## src/rtl/assert_macros.svh

```systemverilog
// Assertion macros shared by the RTL of the boot sector geometry block.
// Each macro expects clk_i and rst_ni in the scope where it is used.
`ifndef ASSERT_MACROS_SVH
`define ASSERT_MACROS_SVH

`ifndef ASSERT_OFF
`define FBSG_ASSERT_IMPL(lbl, ante, cons, msg) \
  lbl: assert property (@(posedge clk_i) disable iff (!rst_ni) (ante) |-> (cons)) \
    else $error(msg);
`define FBSG_ASSERT_NEXT(lbl, ante, cons, msg) \
  lbl: assert property (@(posedge clk_i) disable iff (!rst_ni) (ante) |=> (cons)) \
    else $error(msg);
`else
`define FBSG_ASSERT_IMPL(lbl, ante, cons, msg)
`define FBSG_ASSERT_NEXT(lbl, ante, cons, msg)
`endif

`endif

```

## src/rtl/fbsg_pkg.sv

```systemverilog
// Shared types and constants for the FAT boot sector geometry pipeline.
// No dependencies; the decode, span, classify and top-level files refer to it by scoped names.
`default_nettype none

package fbsg_pkg;

  typedef enum logic [1:0] {
    ST_OK   = 2'd0,
    ST_BAD  = 2'd1,
    ST_OVER = 2'd2
  } status_e;

  typedef enum logic [1:0] {
    KIND_FAT12 = 2'd0,
    KIND_FAT16 = 2'd1,
    KIND_FAT32 = 2'd2
  } kind_e;

  localparam logic [7:0]  JMP_REL16     = 8'hE9;
  localparam logic [7:0]  JMP_REL8      = 8'hEB;
  localparam logic [7:0]  JUMP_NOP      = 8'h90;
  localparam logic [7:0]  MEDIA_FIXED   = 8'hF0;
  localparam logic [7:0]  MEDIA_LOW     = 8'hF8;
  localparam logic [31:0] FAT12_LIMIT   = 32'd4085;
  localparam logic [31:0] FAT16_LIMIT   = 32'd65525;
  localparam logic [27:0] FAT16_EOC     = 28'h000FFF8;
  localparam logic [27:0] FAT32_EOC     = 28'hFFFFFF8;
  localparam logic [27:0] MASK_FAT16    = 28'h000FFFF;
  localparam logic [27:0] MASK_FAT32    = 28'hFFFFFFF;
  localparam logic [2:0]  FAT16_EBYTES  = 3'd2;
  localparam logic [2:0]  FAT32_EBYTES  = 3'd4;

  // after decode
  typedef struct packed {
    logic        bad;
    logic [15:0] rsv;
    logic [7:0]  nfat;
    logic [31:0] fsz;
    logic [12:0] root;
    logic [31:0] tot;
    logic [2:0]  cshift;
  } dec_t;

  // after FAT area multiply
  typedef struct packed {
    logic        bad;
    logic [15:0] rsv;
    logic [39:0] prod;
    logic [31:0] fsz;
    logic [12:0] root;
    logic [31:0] tot;
    logic [2:0]  cshift;
  } mul_t;

  // after first data sector sum
  typedef struct packed {
    logic        bad;
    logic        over;
    logic [39:0] first;
    logic [31:0] fsz;
    logic [12:0] root;
    logic [31:0] tot;
    logic [2:0]  cshift;
  } sum_t;

  typedef struct packed {
    status_e     status;
    kind_e       fat_kind;
    logic [12:0] root_dir_sectors;
    logic [31:0] fat_sectors;
    logic [31:0] cluster_count;
    logic [39:0] first_data_sector;
    logic [2:0]  entry_bytes;
    logic [27:0] end_marker;
    logic [27:0] entry_mask;
  } res_t;

endpackage

`default_nettype wire

```

## src/rtl/fbsg_in_if.sv

```systemverilog
// Input channel: one decoded boot parameter block per transaction.
// Standalone; no package dependency.
`default_nettype none

interface fbsg_in_if;
  logic        valid;
  logic        ready;
  logic [7:0]  jump_first;
  logic [7:0]  jump_third;
  logic [15:0] bytes_per_sector;
  logic [7:0]  sectors_per_cluster;
  logic [15:0] reserved_sectors;
  logic [7:0]  fat_copies;
  logic [15:0] root_entries;
  logic [15:0] total_sectors_short;
  logic [7:0]  media_byte;
  logic [15:0] fat_size_short;
  logic [31:0] total_sectors_long;
  logic [31:0] fat_size_long;

  modport source (
    output valid, jump_first, jump_third, bytes_per_sector, sectors_per_cluster,
           reserved_sectors, fat_copies, root_entries, total_sectors_short,
           media_byte, fat_size_short, total_sectors_long, fat_size_long,
    input  ready
  );
  modport sink (
    input  valid, jump_first, jump_third, bytes_per_sector, sectors_per_cluster,
           reserved_sectors, fat_copies, root_entries, total_sectors_short,
           media_byte, fat_size_short, total_sectors_long, fat_size_long,
    output ready
  );
endinterface

`default_nettype wire

```

## src/rtl/fbsg_out_if.sv

```systemverilog
// Output channel: one geometry result per transaction.
// Standalone; no package dependency.
`default_nettype none

interface fbsg_out_if;
  logic        valid;
  logic        ready;
  logic [1:0]  status;
  logic [1:0]  fat_kind;
  logic [12:0] root_dir_sectors;
  logic [31:0] fat_sectors;
  logic [31:0] cluster_count;
  logic [39:0] first_data_sector;
  logic [2:0]  entry_bytes;
  logic [27:0] end_marker;
  logic [27:0] entry_mask;

  modport source (
    output valid, status, fat_kind, root_dir_sectors, fat_sectors, cluster_count,
           first_data_sector, entry_bytes, end_marker, entry_mask,
    input  ready
  );
  modport sink (
    input  valid, status, fat_kind, root_dir_sectors, fat_sectors, cluster_count,
           first_data_sector, entry_bytes, end_marker, entry_mask,
    output ready
  );
endinterface

`default_nettype wire

```

## src/rtl/fbsg_decode.sv

```systemverilog
// Stage 1: field checks, sector and cluster shift decode, root directory size,
// FAT size and total sector selection. Uses fbsg_pkg and fbsg_in_if.
`default_nettype none

module fbsg_decode (
  input  wire logic           clk_i,
  input  wire logic           rst_ni,
  fbsg_in_if.sink             in_i,
  output fbsg_pkg::dec_t      dec_o,
  output logic                valid_o,
  input  wire logic           ready_i
);

  logic           valid_q;
  fbsg_pkg::dec_t dec_q, dec_d;
  logic           advance;

  logic        jump_ok, media_ok, spc_ok, bps_ok;
  logic [3:0]  sshift;
  logic [2:0]  cshift;
  logic [12:0] bps_m1;
  logic [21:0] root_sum, root_shr;

  assign advance    = !valid_q || ready_i;
  assign in_i.ready = advance;

  always_comb begin
    jump_ok  = (in_i.jump_first == fbsg_pkg::JMP_REL16) ||
               ((in_i.jump_first == fbsg_pkg::JMP_REL8) &&
                (in_i.jump_third == fbsg_pkg::JUMP_NOP));
    media_ok = (in_i.media_byte == fbsg_pkg::MEDIA_FIXED) ||
               (in_i.media_byte >= fbsg_pkg::MEDIA_LOW);
    spc_ok   = $onehot(in_i.sectors_per_cluster);

    case (in_i.bytes_per_sector)
      16'd512:  begin sshift = 4'd9;  bps_ok = 1'b1; end
      16'd1024: begin sshift = 4'd10; bps_ok = 1'b1; end
      16'd2048: begin sshift = 4'd11; bps_ok = 1'b1; end
      16'd4096: begin sshift = 4'd12; bps_ok = 1'b1; end
      default:  begin sshift = 4'd9;  bps_ok = 1'b0; end
    endcase

    cshift = 3'd0;
    for (int i = 0; i < 8; i++) begin
      if (in_i.sectors_per_cluster[i]) cshift = 3'(i);
    end

    // round up: (entries * 32 + bps - 1) >> log2(bps)
    bps_m1   = in_i.bytes_per_sector[12:0] - 13'd1;
    root_sum = {1'b0, in_i.root_entries, 5'b0} + {9'b0, bps_m1};
    root_shr = root_sum >> sshift;

    dec_d = '0;
    dec_d.bad = !(jump_ok && bps_ok && spc_ok && media_ok &&
                  (in_i.reserved_sectors != 16'd0) && (in_i.fat_copies != 8'd0));
    if (!dec_d.bad) begin
      dec_d.rsv    = in_i.reserved_sectors;
      dec_d.nfat   = in_i.fat_copies;
      dec_d.fsz    = (in_i.fat_size_short != 16'd0) ? {16'b0, in_i.fat_size_short}
                                                    : in_i.fat_size_long;
      dec_d.tot    = (in_i.total_sectors_short != 16'd0)
                     ? {16'b0, in_i.total_sectors_short} : in_i.total_sectors_long;
      dec_d.root   = root_shr[12:0];
      dec_d.cshift = cshift;
    end
  end

  always_ff @(posedge clk_i or negedge rst_ni) begin
    if (!rst_ni) begin
      valid_q <= 1'b0;
    end else if (advance) begin
      valid_q <= in_i.valid;
    end
  end

  always_ff @(posedge clk_i) begin
    if (advance && in_i.valid) begin
      dec_q <= dec_d;
    end
  end

  assign dec_o   = dec_q;
  assign valid_o = valid_q;

endmodule

`default_nettype wire

```

## src/rtl/fbsg_span.sv

```systemverilog
// Stages 2 and 3: FAT area multiply, then first data sector sum and the
// overhead check against the total sector count. Uses fbsg_pkg.
`default_nettype none

module fbsg_span (
  input  wire logic           clk_i,
  input  wire logic           rst_ni,
  input  wire fbsg_pkg::dec_t dec_i,
  input  wire logic           valid_i,
  output logic                ready_o,
  output fbsg_pkg::sum_t      sum_o,
  output logic                valid_o,
  input  wire logic           ready_i
);

  logic           mul_valid_q, sum_valid_q;
  fbsg_pkg::mul_t mul_q, mul_d;
  fbsg_pkg::sum_t sum_q, sum_d;
  logic           mul_adv, sum_adv;

  assign sum_adv = !sum_valid_q || ready_i;
  assign mul_adv = !mul_valid_q || sum_adv;
  assign ready_o = mul_adv;

  always_comb begin
    mul_d        = '0;
    mul_d.bad    = dec_i.bad;
    mul_d.rsv    = dec_i.rsv;
    mul_d.prod   = 40'(dec_i.nfat) * 40'(dec_i.fsz);
    mul_d.fsz    = dec_i.fsz;
    mul_d.root   = dec_i.root;
    mul_d.tot    = dec_i.tot;
    mul_d.cshift = dec_i.cshift;
  end

  always_comb begin
    sum_d        = '0;
    sum_d.bad    = mul_q.bad;
    sum_d.first  = mul_q.prod + {24'b0, mul_q.rsv} + {27'b0, mul_q.root};
    sum_d.over   = sum_d.first > {8'b0, mul_q.tot};
    sum_d.fsz    = mul_q.fsz;
    sum_d.root   = mul_q.root;
    sum_d.tot    = mul_q.tot;
    sum_d.cshift = mul_q.cshift;
  end

  always_ff @(posedge clk_i or negedge rst_ni) begin
    if (!rst_ni) begin
      mul_valid_q <= 1'b0;
      sum_valid_q <= 1'b0;
    end else begin
      if (mul_adv) mul_valid_q <= valid_i;
      if (sum_adv) sum_valid_q <= mul_valid_q;
    end
  end

  always_ff @(posedge clk_i) begin
    if (mul_adv && valid_i)     mul_q <= mul_d;
    if (sum_adv && mul_valid_q) sum_q <= sum_d;
  end

  assign sum_o   = sum_q;
  assign valid_o = sum_valid_q;

endmodule

`default_nettype wire

```

## src/rtl/fbsg_classify.sv

```systemverilog
// Stage 4: cluster count, FAT type and per-type constants into the output
// register. Uses fbsg_pkg, fbsg_out_if and assert_macros.svh.
`default_nettype none

`include "assert_macros.svh"

module fbsg_classify (
  input  wire logic           clk_i,
  input  wire logic           rst_ni,
  input  wire fbsg_pkg::sum_t sum_i,
  input  wire logic           valid_i,
  output logic                ready_o,
  fbsg_out_if.source          out_o
);

  logic           valid_q;
  fbsg_pkg::res_t res_q, res_d;
  logic           advance;
  logic [31:0]    data_secs, clusters;

  assign advance = !valid_q || out_o.ready;
  assign ready_o = advance;

  always_comb begin
    data_secs = sum_i.tot - sum_i.first[31:0];
    clusters  = data_secs >> sum_i.cshift;
    res_d     = '0;
    if (sum_i.bad) begin
      res_d.status = fbsg_pkg::ST_BAD;
    end else begin
      res_d.root_dir_sectors  = sum_i.root;
      res_d.fat_sectors       = sum_i.fsz;
      res_d.first_data_sector = sum_i.first;
      if (sum_i.over) begin
        res_d.status = fbsg_pkg::ST_OVER;
      end else begin
        res_d.status        = fbsg_pkg::ST_OK;
        res_d.cluster_count = clusters;
        if (clusters < fbsg_pkg::FAT12_LIMIT) begin
          res_d.fat_kind = fbsg_pkg::KIND_FAT12;
        end else if (clusters < fbsg_pkg::FAT16_LIMIT) begin
          res_d.fat_kind    = fbsg_pkg::KIND_FAT16;
          res_d.entry_bytes = fbsg_pkg::FAT16_EBYTES;
          res_d.end_marker  = fbsg_pkg::FAT16_EOC;
          res_d.entry_mask  = fbsg_pkg::MASK_FAT16;
        end else begin
          res_d.fat_kind    = fbsg_pkg::KIND_FAT32;
          res_d.entry_bytes = fbsg_pkg::FAT32_EBYTES;
          res_d.end_marker  = fbsg_pkg::FAT32_EOC;
          res_d.entry_mask  = fbsg_pkg::MASK_FAT32;
        end
      end
    end
  end

  always_ff @(posedge clk_i or negedge rst_ni) begin
    if (!rst_ni) begin
      valid_q <= 1'b0;
    end else if (advance) begin
      valid_q <= valid_i;
    end
  end

  always_ff @(posedge clk_i) begin
    if (advance && valid_i) begin
      res_q <= res_d;
    end
  end

  assign out_o.valid             = valid_q;
  assign out_o.status            = res_q.status;
  assign out_o.fat_kind          = res_q.fat_kind;
  assign out_o.root_dir_sectors  = res_q.root_dir_sectors;
  assign out_o.fat_sectors       = res_q.fat_sectors;
  assign out_o.cluster_count     = res_q.cluster_count;
  assign out_o.first_data_sector = res_q.first_data_sector;
  assign out_o.entry_bytes       = res_q.entry_bytes;
  assign out_o.end_marker        = res_q.end_marker;
  assign out_o.entry_mask        = res_q.entry_mask;

  `FBSG_ASSERT_IMPL(a_bad_zero, valid_q && res_q.status == fbsg_pkg::ST_BAD, res_q.first_data_sector == 40'd0 && res_q.fat_sectors == 32'd0 && res_q.entry_mask == 28'd0, "invalid block carries nonzero geometry")
  `FBSG_ASSERT_IMPL(a_over_no_clusters, valid_q && res_q.status == fbsg_pkg::ST_OVER, res_q.cluster_count == 32'd0 && res_q.fat_kind == fbsg_pkg::KIND_FAT12, "overhead error with clusters or type")
  `FBSG_ASSERT_IMPL(a_fat12_no_entry, valid_q && res_q.fat_kind == fbsg_pkg::KIND_FAT12, res_q.entry_bytes == 3'd0 && res_q.end_marker == 28'd0, "FAT12 result with entry constants")
  `FBSG_ASSERT_IMPL(a_fat32_count, valid_q && res_q.fat_kind == fbsg_pkg::KIND_FAT32, res_q.cluster_count >= fbsg_pkg::FAT16_LIMIT, "FAT32 below cluster threshold")
  `FBSG_ASSERT_NEXT(a_hold_stall, valid_q && !out_o.ready, valid_q && $stable(res_q), "result changed under stall")

endmodule

`default_nettype wire

```

## src/rtl/fat_boot_sector_geometry.sv

```systemverilog
// Top level of the FAT boot sector geometry checker: four-stage pipeline.
// Depends on fbsg_pkg, fbsg_in_if, fbsg_out_if and the three stage modules.
//
//   channel | dir | modport | payload
//   in_i    | in  | sink    | decoded boot parameter block fields
//   out_o   | out | source  | status, FAT type and volume geometry
//
// Four register stages: a result passes the decode, multiply, sum and output registers
// in turn; one item is taken every cycle unless the output stalls. Stages: decode and
// checks, FAT area multiply (8x32), first data sector add and overhead compare, cluster
// shift and type select. Reset clears only the per-stage valid bits. Each stage holds
// under a stall and a bubble in any stage lets the stages before it keep advancing.
`default_nettype none

module fat_boot_sector_geometry (
  input  wire logic  clk_i,
  input  wire logic  rst_ni,
  fbsg_in_if.sink    in_i,
  fbsg_out_if.source out_o
);

  fbsg_pkg::dec_t dec;
  fbsg_pkg::sum_t sum;
  logic           dec_valid, dec_ready;
  logic           sum_valid, sum_ready;

  fbsg_decode u_decode (
    .clk_i   (clk_i),
    .rst_ni  (rst_ni),
    .in_i    (in_i),
    .dec_o   (dec),
    .valid_o (dec_valid),
    .ready_i (dec_ready)
  );

  fbsg_span u_span (
    .clk_i   (clk_i),
    .rst_ni  (rst_ni),
    .dec_i   (dec),
    .valid_i (dec_valid),
    .ready_o (dec_ready),
    .sum_o   (sum),
    .valid_o (sum_valid),
    .ready_i (sum_ready)
  );

  fbsg_classify u_classify (
    .clk_i   (clk_i),
    .rst_ni  (rst_ni),
    .sum_i   (sum),
    .valid_i (sum_valid),
    .ready_o (sum_ready),
    .out_o   (out_o)
  );

endmodule

`default_nettype wire

```

## src/flat_wrapper.sv

```systemverilog
// flat-port wrapper written by rule: the top's interface ports become plain ports
module fat_boot_sector_geometry_flat 
  (clk_i, rst_ni, in_i_valid, in_i_jump_first, in_i_jump_third, in_i_bytes_per_sector, in_i_sectors_per_cluster, in_i_reserved_sectors, in_i_fat_copies, in_i_root_entries, in_i_total_sectors_short, in_i_media_byte, in_i_fat_size_short, in_i_total_sectors_long, in_i_fat_size_long, in_i_ready, out_o_valid, out_o_status, out_o_fat_kind, out_o_root_dir_sectors, out_o_fat_sectors, out_o_cluster_count, out_o_first_data_sector, out_o_entry_bytes, out_o_end_marker, out_o_entry_mask, out_o_ready);
  fbsg_in_if in_i_i ();
  fbsg_out_if out_o_i ();
  input  wire logic clk_i;
  input  wire logic rst_ni;
  input wire logic [$bits(in_i_i.valid)-1:0] in_i_valid;
  input wire logic [$bits(in_i_i.jump_first)-1:0] in_i_jump_first;
  input wire logic [$bits(in_i_i.jump_third)-1:0] in_i_jump_third;
  input wire logic [$bits(in_i_i.bytes_per_sector)-1:0] in_i_bytes_per_sector;
  input wire logic [$bits(in_i_i.sectors_per_cluster)-1:0] in_i_sectors_per_cluster;
  input wire logic [$bits(in_i_i.reserved_sectors)-1:0] in_i_reserved_sectors;
  input wire logic [$bits(in_i_i.fat_copies)-1:0] in_i_fat_copies;
  input wire logic [$bits(in_i_i.root_entries)-1:0] in_i_root_entries;
  input wire logic [$bits(in_i_i.total_sectors_short)-1:0] in_i_total_sectors_short;
  input wire logic [$bits(in_i_i.media_byte)-1:0] in_i_media_byte;
  input wire logic [$bits(in_i_i.fat_size_short)-1:0] in_i_fat_size_short;
  input wire logic [$bits(in_i_i.total_sectors_long)-1:0] in_i_total_sectors_long;
  input wire logic [$bits(in_i_i.fat_size_long)-1:0] in_i_fat_size_long;
  output wire logic [$bits(in_i_i.ready)-1:0] in_i_ready;
  output wire logic [$bits(out_o_i.valid)-1:0] out_o_valid;
  output wire logic [$bits(out_o_i.status)-1:0] out_o_status;
  output wire logic [$bits(out_o_i.fat_kind)-1:0] out_o_fat_kind;
  output wire logic [$bits(out_o_i.root_dir_sectors)-1:0] out_o_root_dir_sectors;
  output wire logic [$bits(out_o_i.fat_sectors)-1:0] out_o_fat_sectors;
  output wire logic [$bits(out_o_i.cluster_count)-1:0] out_o_cluster_count;
  output wire logic [$bits(out_o_i.first_data_sector)-1:0] out_o_first_data_sector;
  output wire logic [$bits(out_o_i.entry_bytes)-1:0] out_o_entry_bytes;
  output wire logic [$bits(out_o_i.end_marker)-1:0] out_o_end_marker;
  output wire logic [$bits(out_o_i.entry_mask)-1:0] out_o_entry_mask;
  input wire logic [$bits(out_o_i.ready)-1:0] out_o_ready;
  assign in_i_i.valid = in_i_valid;
  assign in_i_i.jump_first = in_i_jump_first;
  assign in_i_i.jump_third = in_i_jump_third;
  assign in_i_i.bytes_per_sector = in_i_bytes_per_sector;
  assign in_i_i.sectors_per_cluster = in_i_sectors_per_cluster;
  assign in_i_i.reserved_sectors = in_i_reserved_sectors;
  assign in_i_i.fat_copies = in_i_fat_copies;
  assign in_i_i.root_entries = in_i_root_entries;
  assign in_i_i.total_sectors_short = in_i_total_sectors_short;
  assign in_i_i.media_byte = in_i_media_byte;
  assign in_i_i.fat_size_short = in_i_fat_size_short;
  assign in_i_i.total_sectors_long = in_i_total_sectors_long;
  assign in_i_i.fat_size_long = in_i_fat_size_long;
  assign in_i_ready = in_i_i.ready;
  assign out_o_valid = out_o_i.valid;
  assign out_o_status = out_o_i.status;
  assign out_o_fat_kind = out_o_i.fat_kind;
  assign out_o_root_dir_sectors = out_o_i.root_dir_sectors;
  assign out_o_fat_sectors = out_o_i.fat_sectors;
  assign out_o_cluster_count = out_o_i.cluster_count;
  assign out_o_first_data_sector = out_o_i.first_data_sector;
  assign out_o_entry_bytes = out_o_i.entry_bytes;
  assign out_o_end_marker = out_o_i.end_marker;
  assign out_o_entry_mask = out_o_i.entry_mask;
  assign out_o_i.ready = out_o_ready;
  fat_boot_sector_geometry u_core (.clk_i(clk_i), .rst_ni(rst_ni), .in_i(in_i_i), .out_o(out_o_i));
endmodule
```

## config.mk

```make
export PLATFORM = sky130hd
export DESIGN_NAME = fat_boot_sector_geometry_flat
export DESIGN_NICKNAME = d
export VERILOG_FILES = /design/src/rtl/fbsg_pkg.sv /design/src/rtl/fbsg_in_if.sv /design/src/rtl/fbsg_out_if.sv /design/src/rtl/fbsg_decode.sv /design/src/rtl/fbsg_span.sv /design/src/rtl/fbsg_classify.sv /design/src/rtl/fat_boot_sector_geometry.sv /design/src/flat_wrapper.sv
export VERILOG_INCLUDE_DIRS = /design/src /design/src/rtl
export SDC_FILE = /design/constraint.sdc
export NUM_CORES = 1
export LEC_CHECK = 0
export ABC_AREA = 1
export BUFFER_PORTS_ARGS = -buffer_cell sky130_fd_sc_hd__buf_2
export CORE_ASPECT_RATIO = 1.4
export CORE_MARGIN = 5
export CORE_UTILIZATION = 47
export CTS_CLUSTER_DIAMETER = 60
export CTS_CLUSTER_SIZE = 8
export DETAILED_ROUTE_END_ITERATION = 8
export GPL_TIMING_DRIVEN = 0
export PLACE_DENSITY = 0.66
export SETUP_SLACK_MARGIN = 0.1
export SYNTH_ARGS = -nofsm -noshare
export SYNTH_HDL_FRONTEND = slang
export SYNTH_SLANG_ARGS = --single-unit
```

## constraint.sdc

```tcl
create_clock -name clk_i -period 9.05 [get_ports clk_i]
set_clock_uncertainty 0.15 [all_clocks]
set_input_delay 0.4525 -clock clk_i [delete_from_list [all_inputs] [get_ports clk_i]]
set_output_delay 0.4525 -clock clk_i [all_outputs]
set_load 0.05 [all_outputs]
```

==> results by group <==
Run status
  • Status: finished, final reports clean

Clocking
  • Worst-Skew Late Latency: 0.62 ns
  • CTS H-tree depth: 3
  • Clock sink total: 490
  • Clk slew on worst S/H paths: ~0.050 ns
  • TritonCTS buffer count: 74
  • CTS root buffer: clkbuf_16
  • Clk buf depth: 3
  • Post-CTS Setup Inserts: 0
  • CTS tree: yes

Power and ir drop
  • Flop pwr share: 0.316
  • Leakage power: 19.8 nW
  • Combinational power share: 0.434
  • Switch Pwr: 4.00 mW
  • PwrDens: 255 nW/um^2
  • Clock power share: 0.250
  • Switching share of total power: 0.401
  • Int Pwr: 5.98 mW
  • Total power: 9.98 mW
  • Peak VDD IR: 141 uV

Critical path
  • WS Path Type: reg -> reg
  • Worst-path maximum fanout: 10
  • R2R cell count: 21
  • Critical Path Slowest Stage Cell: clkbuf_1
  • Critical path's largest stage delay: roughly 0.63 ns
  • Critical Path RT: 9.24 ns
  • CP Capture Type: register
  • CP startpoint kind: register
  • Worst path arrival time: 6.48 ns
  • Most used cell, CP: nand2_1
  • Crit-path cells: clkbuf_1 -> nand2_1 -> inv_1 -> fa_1 -> fa_1 -> fa_1 -> inv_1 -> fa_1 -> inv_1 -> ha_1 -> nand2_1 -> nor2_1 -> nand2_1 -> nor4_1 -> a21oi_1 -> o21ai_0 -> nand2_1 -> o21ai_0 -> nand3_1 -> nand2_1 -> xor2_1

Timing
  • Setup violators final: 0
  • Hold WS: about 0.036 ns
  • Total Neg Setup Slack: 0 ns
  • Fin. Hold Viols: 0
  • Tmin final: 6.29 ns
  • Relative slew slack: 0.244
  • Count of final max-slew check failures: 0
  • Fmax: around 160 MHz
  • RSZ-0062 raised after global routing: false
  • Slew @ Worst Pin: 1.13 ns
  • Tcrit/Tclk final: 0.695

Global route
  • Vias in the first global route: 26200
  • Total track usage: 0.232
  • Initial antenna violation count: 0
  • First-pass GRT wire length: 139000 um
  • Largest net degree at the start of global routing: 91
  • Total grt overflow: 0

Cells and area
  • Share of cells above drive strength 1: 0.138
  • Syn-to-layout area delta: 17.2%
  • Final Instance Count excl. Fillers: just over 5000
  • Antenna cells: 0
  • # nets final: around 4800
  • Fin area: 39100 um^2

Worst hold path
  • Min-Delay Path Class: in -> reg
  • Hold Crit Depth: 3

Route
  • ANT nets after route: 0
  • Vias/cell: around 4.9
  • Total iterations of the first detailed-routing run: 7
  • Routed WL: 89400 um
  • DR iter-0 viols: 1402
  • Routed len/inst: 17.2 um
  • DRC viols: 0
  • Routed via count: between 20000 and 30000

Place
  • IO Port Bufs: 365
  • Routability cong.: around 0.93
  • HPWL Detailed: 72700 um
  • Inst Count DP: 5059
  • Placed cell area: 36600 um^2

Synthesis
  • Unique masters post-synth: 59
  • Mapped cell area: 33400 um^2
  • Main combinational cell family by area after synthesis: simple AND/OR/NAND/NOR gates
  • Post-Synth Simple-Gate Area: 0.195
  • Synth Warn #: 0
  • Ys async rst share: 0.00816
  • Post-Synth XOR/XNOR Area: 0.0215
  • Post-synthesis cell count: 3746
  • Number of synthesized flops with an enable pin: 486
  • Seq cells post-synth: 490
  • Sequential element share of the synthesized area: 0.440
  • Ys flop type: edfxtp_1
  • Adder-cell area share of the yosys netlist: 0.176
  • Post-synthesis mux area share: 0
  • Compound-Gate Fraction of Synth Area: 0.0442
  • Syn avg cell area: 8.91 um^2

Floorplanning
  • Die area: approximately 76000 um^2
  • Top-Level Pins: 370
  • Die Y: 325 um
  • Cell Rows: 115
  • Initial Utilization: 0.474
  • Horiz. Die Dim: ~240 um
  • Core area: between 70000 and 80000 um^2

Job
  • Max-cap viol count: 0
==> layout by cell type (no fill, tap or decap), types with 5 or more instances in the layout <==
cell and count:
clkbuf_2 25, o21ai_0 41, nand3_1 305, a21o_1 10, a21oi_1 147, buf_2 369, nand2_1 818, buf_1 6
nor2_4 6, o22ai_1 10, o21a_1 6, o31ai_1 5, xor2_1 56, nor3_1 17, o221ai_1 5, o211ai_1 5
edfxtp_1 486, ha_1 152, fa_1 199, buf_12 6, buf_4 58, xnor2_1 26, nor2_1 304, inv_2 6
or2_2 7, a31oi_1 11, nor4_1 16, dlygate4sd3_1 39, o21ai_1 6, clkbuf_1 81, clkbuf_16 74, inv_1 847
nand3b_1 5, nand4_1 38
==> area by class of cell <==
| type | instances | area [um^2] |
|---|---|---|
| multi-input cells | 2237 | 14600 |
| clock buffers | 85 | 1890 |
| plain buffers | 164 | 877 |
| well taps | 936 | 1170 |
| clock inverters | 12 | 211 |
| flip-flops and latches | 490 | 14700 |
| repair buffers | 413 | 2420 |
| fillers | 6359 | 31300 |
| inverters | 858 | 3230 |
==> synthesized netlist by cell type, types with 6 or more instances <==
| master | number | area (um^2) |
|---|---|---|
| inv_1 | 849 | 3190 |
| nand2_1 | 818 | 3070 |
| edfxtp_1 | 486 | 14600 |
| nor2_1 | 306 | 1150 |
| nand3_1 | 305 | 1530 |
| fa_1 | 199 | 3980 |
| ha_1 | 152 | 1900 |
| a21oi_1 | 147 | 736 |
| clkbuf_1 | 70 | 263 |
| buf_4 | 58 | 435 |
| xor2_1 | 56 | 490 |
| o21ai_0 | 41 | 205 |
| nand4_1 | 38 | 238 |
| xnor2_1 | 26 | 228 |
| clkbuf_2 | 25 | 125 |
| nor3_1 | 17 | 85.1 |
| nor4_1 | 16 | 100 |
| a31oi_1 | 11 | 68.8 |
| a21o_1 | 10 | 75.1 |
| o22ai_1 | 10 | 62.6 |
| or2_2 | 7 | 43.8 |
| buf_1 | 6 | 22.5 |
| inv_2 | 6 | 22.5 |
| o21a_1 | 6 | 45.0 |
| o21ai_1 | 6 | 30.0 |
==> flip-flops by register name, indices dropped and copies added, names as in the netlist, 2 cells and up <==
signal                                     flops
u_core.u_span.mul_q                          137
u_core.u_classify.out_o.entry_mask             2
u_core.u_classify.out_o.fat_sectors           32
u_core.u_span.sum_o                          122
u_core.u_classify.out_o.root_dir_sectors      13
u_core.u_decode.dec_o                        105
u_core.u_classify.out_o.status                 2
u_core.u_classify.out_o.first_data_sector     40
u_core.u_classify.out_o.cluster_count         32
==> critical path: cells and delay by family (launching register included) <==
kind,cells,cell delay (ns)
AOI/OAI and AO/OA,3,0.78
xor gates and xnor gates,1,0.07
and+or+nand+nor,8,1.26
adders and majority gates,5,2.35
DFF,1,0.58
buffers and inverters,4,0.84
==> cell families (layout without fill, tap and decap cells) <==
logic type                 count (synthesis)  count (layout)
DFF                                      490             490
xor gates and xnor gates                  82              82
AOI/OAI and AO/OA                        262             262
and+or+nand+nor                         1538            1538
other                                      1               4
adders and majority gates                351             351
buffers and inverters                   1022            1532
==> layer usage <==
layer / share of wire / vias up / track usage
met3: 0.047 / 221 / 0.0354
li1: - / 12700 / -
met2: 0.53 / 748 / 0.437
met1: 0.37 / 11900 / 0.251
met5: 0 / - / 0
met4: 0.055 / 0 / 0.113
==> power groups by stage <==
stage	clock [mW]	combinational, mW	sequential [mW]
detailed placement	0	4.30	3.20
global placement	0	4.22	3.24
finish	2.49	4.33	3.16
CTS	2.55	4.34	3.16
global route	2.65	4.90	3.19
floorplan	0	3.03	3.37
==> worst paths after layout <==
kind	startpoint	end	slack [ns]
worst max register to register	u_core.u_decode.dec_o[82]	u_core.u_span.mul_q[117]	2.76
max in group asynchronous	rst_ni	u_core.u_classify.out_o.valid	7.99
min in group asynchronous	rst_ni	u_core.u_decode.valid_o	0.58
worst min-delay path	in_i_fat_size_long[27]	u_core.u_decode.dec_o[75]	0.04
worst max-delay path	u_core.u_decode.dec_o[82]	u_core.u_span.mul_q[117]	2.76
worst min register to register	u_core.u_decode.dec_o[22]	u_core.u_span.mul_q[22]	0.25
==> stage by stage <==
step            util  setup slack (ns)
2_1_floorplan      -              2.47
3_3_place_gp   0.517            -0.672
3_5_place_dp   0.520              2.74
4_1_cts        0.556              2.73
5_1_grt        0.556              2.26
6_report       0.556              2.76
==> timing repair <==
item / in CTS / in global routing
resized for setup: 0 / 0
hold buffers: 39 / 0
hold endpoints to repair: 41 / 0
Note: power is estimated with default switching activity, not from simulation.
